File: config.mk
export PLATFORM = sky130hd
export DESIGN_NAME = atbq_slot_eval
export DESIGN_NICKNAME = d
export VERILOG_FILES = /design/src/hw/rtl/atbq_pkg.sv /design/src/hw/rtl/atbq_slot_eval.sv
export SDC_FILE = /design/constraint.sdc
export NUM_CORES = 1
export LEC_CHECK = 0
export BUFFER_PORTS_ARGS = -buffer_cell sky130_fd_sc_hd__buf_2
export CORE_AREA = 3 3 125 127
export DETAILED_ROUTE_END_ITERATION = 10
export DIE_AREA = 0 0 128 130
export PLACE_DENSITY_LB_ADDON = 0.05
export SYNTH_ARGS = -nofsm -noshare
export SYNTH_HDL_FRONTEND = slang
export SYNTH_SLANG_ARGS = --single-unit
File: constraint.sdc
create_clock -name vclk -period 4.5
set_clock_uncertainty 0.15 [all_clocks]
set_input_delay 1.35 -clock vclk [all_inputs]
set_output_delay 1.35 -clock vclk [all_outputs]
set_load 0.01 [all_outputs]
File: src/hw/rtl/atbq_pkg.sv
`timescale 1ns / 1ps
// Shared types and constants for the box table query block.
// No dependencies; every other file in the block imports this package.
package atbq_pkg;

   localparam int MAX_BODIES = 32;
   localparam int RESULT_CAP = 32;
   localparam int SLOT_W     = (MAX_BODIES > 1) ? $clog2(MAX_BODIES) : 1;
   localparam int EMIT_W     = (RESULT_CAP > 1) ? $clog2(RESULT_CAP) : 1;

   localparam logic [1:0] CMD_UPDATE = 2'd0;
   localparam logic [1:0] CMD_REMOVE = 2'd1;
   localparam logic [1:0] CMD_QUERY  = 2'd2;

   localparam logic [2:0] STATUS_UPDATED  = 3'd0;
   localparam logic [2:0] STATUS_INSERTED = 3'd1;
   localparam logic [2:0] STATUS_FULL     = 3'd2;
   localparam logic [2:0] STATUS_REMOVED  = 3'd3;
   localparam logic [2:0] STATUS_ABSENT   = 3'd4;
   localparam logic [2:0] STATUS_HIT      = 3'd5;
   localparam logic [2:0] STATUS_NOHIT    = 3'd6;

   typedef struct packed {
      logic        [1:0]  command;
      logic        [31:0] id;
      logic signed [31:0] min_x;
      logic signed [31:0] min_y;
      logic signed [31:0] max_x;
      logic signed [31:0] max_y;
   } req_type;

   typedef struct packed {
      logic [2:0]  status;
      logic [31:0] hit_id;
      logic        last;
   } rsp_type;

   typedef struct packed {
      logic signed [31:0] min_x;
      logic signed [31:0] min_y;
      logic signed [31:0] max_x;
      logic signed [31:0] max_y;
   } box_type;

   typedef struct packed {
      logic [31:0] id;
      box_type     box;
   } entry_type;

   typedef struct packed {
      logic id_match;
      logic overlap;
   } eval_type;

endpackage

File: src/hw/rtl/atbq_slot_eval.sv
`timescale 1ns / 1ps
// Compares one stored slot against the held command word: id equality
// and inclusive box overlap on both axes. Depends on atbq_pkg.
module atbq_slot_eval
   import atbq_pkg::*;
(
   input  entry_type entry,
   input  req_type   req,
   output eval_type  result
);

   assign result.id_match = (entry.id == req.id);

   // edges touching count as overlap
   assign result.overlap = (entry.box.min_x <= req.max_x) && (entry.box.max_x >= req.min_x) &&
                           (entry.box.min_y <= req.max_y) && (entry.box.max_y >= req.min_y);

endmodule

==> results_dict.tcl <==
set metrics [dict create \
    drc_errors 0 \
    fin_crit_sh_pct 110 \
    drtAntennaViolNets 0 \
    worst_pin_slew_ps 413 \
    place_area_mm2 0.00586 \
    period_needed_ps 4970 \
    peakVddDrop_mv 0.0308 \
    end_kind "output port" \
    die_w_um 128 \
    dp_hpwl_um 13200 \
    drtPass1Iterations 4 \
    track_usage_pct 14.7 \
    drive_gt1_share_pct 46.2 \
    yosysMostFrequentCell "inv_1" \
    synth-seq-area-share_pct 0 \
    synth.top_cells.by_area "ha_1 (44%), inv_1 (13%), xor2_1 (7.7%)" \
    synthTopCellsByCount "inv_1 (129), ha_1 (128), a21oi_1 (46), xor2_1 (32), nand4_1 (29)" \
    final_util_pct 41.0 \
    cp_max_fo 2 \
    hold_violations 0 \
    grt_max_degree 5 \
    syn-num-nets 945 \
    die_h_um 130 \
    hp-class "input pin to output port" \
    violations "setup timing" \
    syn-cell-area_mm2 0.00364 \
    drt-initial-drc-count 89 \
    antenna_found_initial 1 \
    whs_ps 3060 \
    ys_warn_count 0 \
    nNetsFinal 1297 \
    vias_per_cell 4.48 \
    yosysTopAreaCellShare_pct 44.0 \
    worst_setup_path_start_kind "input pin" \
    initial_utilization_pct 25.0 \
    ios 324 \
    grt_overflow 0 \
    fmax_ghz 0.201 \
    finalNonFillerCells 1030 \
    stdcell_area_mm2 0.00596 \
    gp_congestion 0.863 \
    power.density_mw_per_mm2 81.0 \
    syn_avg_cell_area_um2 7.35 \
    drv_cap 0 \
    final_max_slew_viol_count 0 \
    netlist-cell-type-count 34 \
    placed_cells 1028 \
    grt_pass1_wl_um 20200 \
    seqCellArea_um2 0 \
    wl_um 13500 \
    grt_pass1_vias 4728 \
    finalSetupTns_ps -472 \
    seq_cell_count 0 \
    status "finished with violations" \
    dr_total_vias 4619 \
    required_ps 3000 \
    p_leak_nw 3.65 \
    max_slew_margin_pct 71.8 \
    netlist_instances 495 \
    die-area_mm2 0.0166 \
    nClkBuffers 0 \
    rsz0062_at_grt "yes" \
    pre_cts_ws_ps -659 \
    worst_slack_ps -472 \
    area_growth_pct 63.8 \
    critPathArrivalTime_ps 3470 \
    total_power_mw 0.483 \
    crit_type "input pin to output port" \
    core_area_mm2 0.0145 \
    port_buffers 322 \
    rows 44 \
    wl_per_cell_um 13.1 \
    setup_violations 1 \
    yosys.area.top_type "ha_1" \
]
-- per-layer routing --
layer / vias up / part of all wire (%) / global-route usage [%]
met3: 12 / 7.8 / 2.58
li1: 2440 / - / -
met1: 1990 / 37 / 16.0
met4: 2 / 1.0 / 1.69
met2: 175 / 54 / 30.2
met5: - / 0.096 / 0
-- layout by cell type (no fill, tap or decap), drive strengths merged, types with 2 or more instances in the layout --
cell / netlist / final
a21boi: 3 / 3
nand3: 18 / 18
o21ai: 9 / 9
a21o: 16 / 16
a221oi: 3 / 3
nor4: 11 / 11
a21oi: 46 / 46
nor2b: 5 / 5
a211oi: 7 / 7
o211ai: 6 / 6
buf: 0 / 350
nor3: 7 / 7
xor2: 32 / 32
nand4: 30 / 30
ha: 128 / 128
nand2: 23 / 23
and4: 4 / 4
nor2: 4 / 4
inv: 129 / 129
mux2i: 4 / 4
or4b: 2 / 2
a2111oi: 2 / 2
or2: 2 / 2
-- final timing paths --
kind	from	slack, ps	endpoint	cells past startpoint
setup / recovery	entry[73]	-470	result[0]	10
hold / removal	req[138]	3060	result[1]	6
-- critical path, cell delays in order --
cell and delay (ps):
buf_6 100, ha_4 230, nand4_1 140, nor3_2 70, a21boi_2 150, or4b_4 540, a2111oi_4 330, mux2i_2 350
nor4_2 80, buf_2 150
-- logic make-up (layout without fill, tap and decap cells) --
group | after synthesis | in the layout | share of synthesized area (%)
adder cells (fa/ha/maj) | 128 | 128 | 44.0
XOR/XNOR | 32 | 32 | 7.70
AND/OR/NAND/NOR | 106 | 106 | 16.8
other | 0 | 1 | 0
AO/OA/AOI/OAI | 96 | 96 | 17.1
multiplexers | 4 | 4 | 1.10
buffers and inverters | 129 | 479 | 13.3
-- area by class of cell --
class                           count  area, um^2
Tap cell                          184         230
Multi-Input combinational cell    366        3350
Fill cell                        1536        8580
Antenna cell                        1        2.50
Timing Repair Buffer              350        1880
Inverter                          129         502
-- repair_timing --
item	4_1_cts	5_1_grt
pin swaps	13	1
endpoints found under the setup margin	1	1
hold buffers	0	0
buffers inserted	2	0
hold endpoints to repair	0	0
resized for setup	21	1
-- power breakdown --
group          internal (mW)  leakage [nW]  switching [mW]
Clock           0.0000000298    0.00000634               0
Combinational          0.269          3.65           0.213
Sequential                 0             0               0
Note: power is estimated with default switching activity, not from simulation.
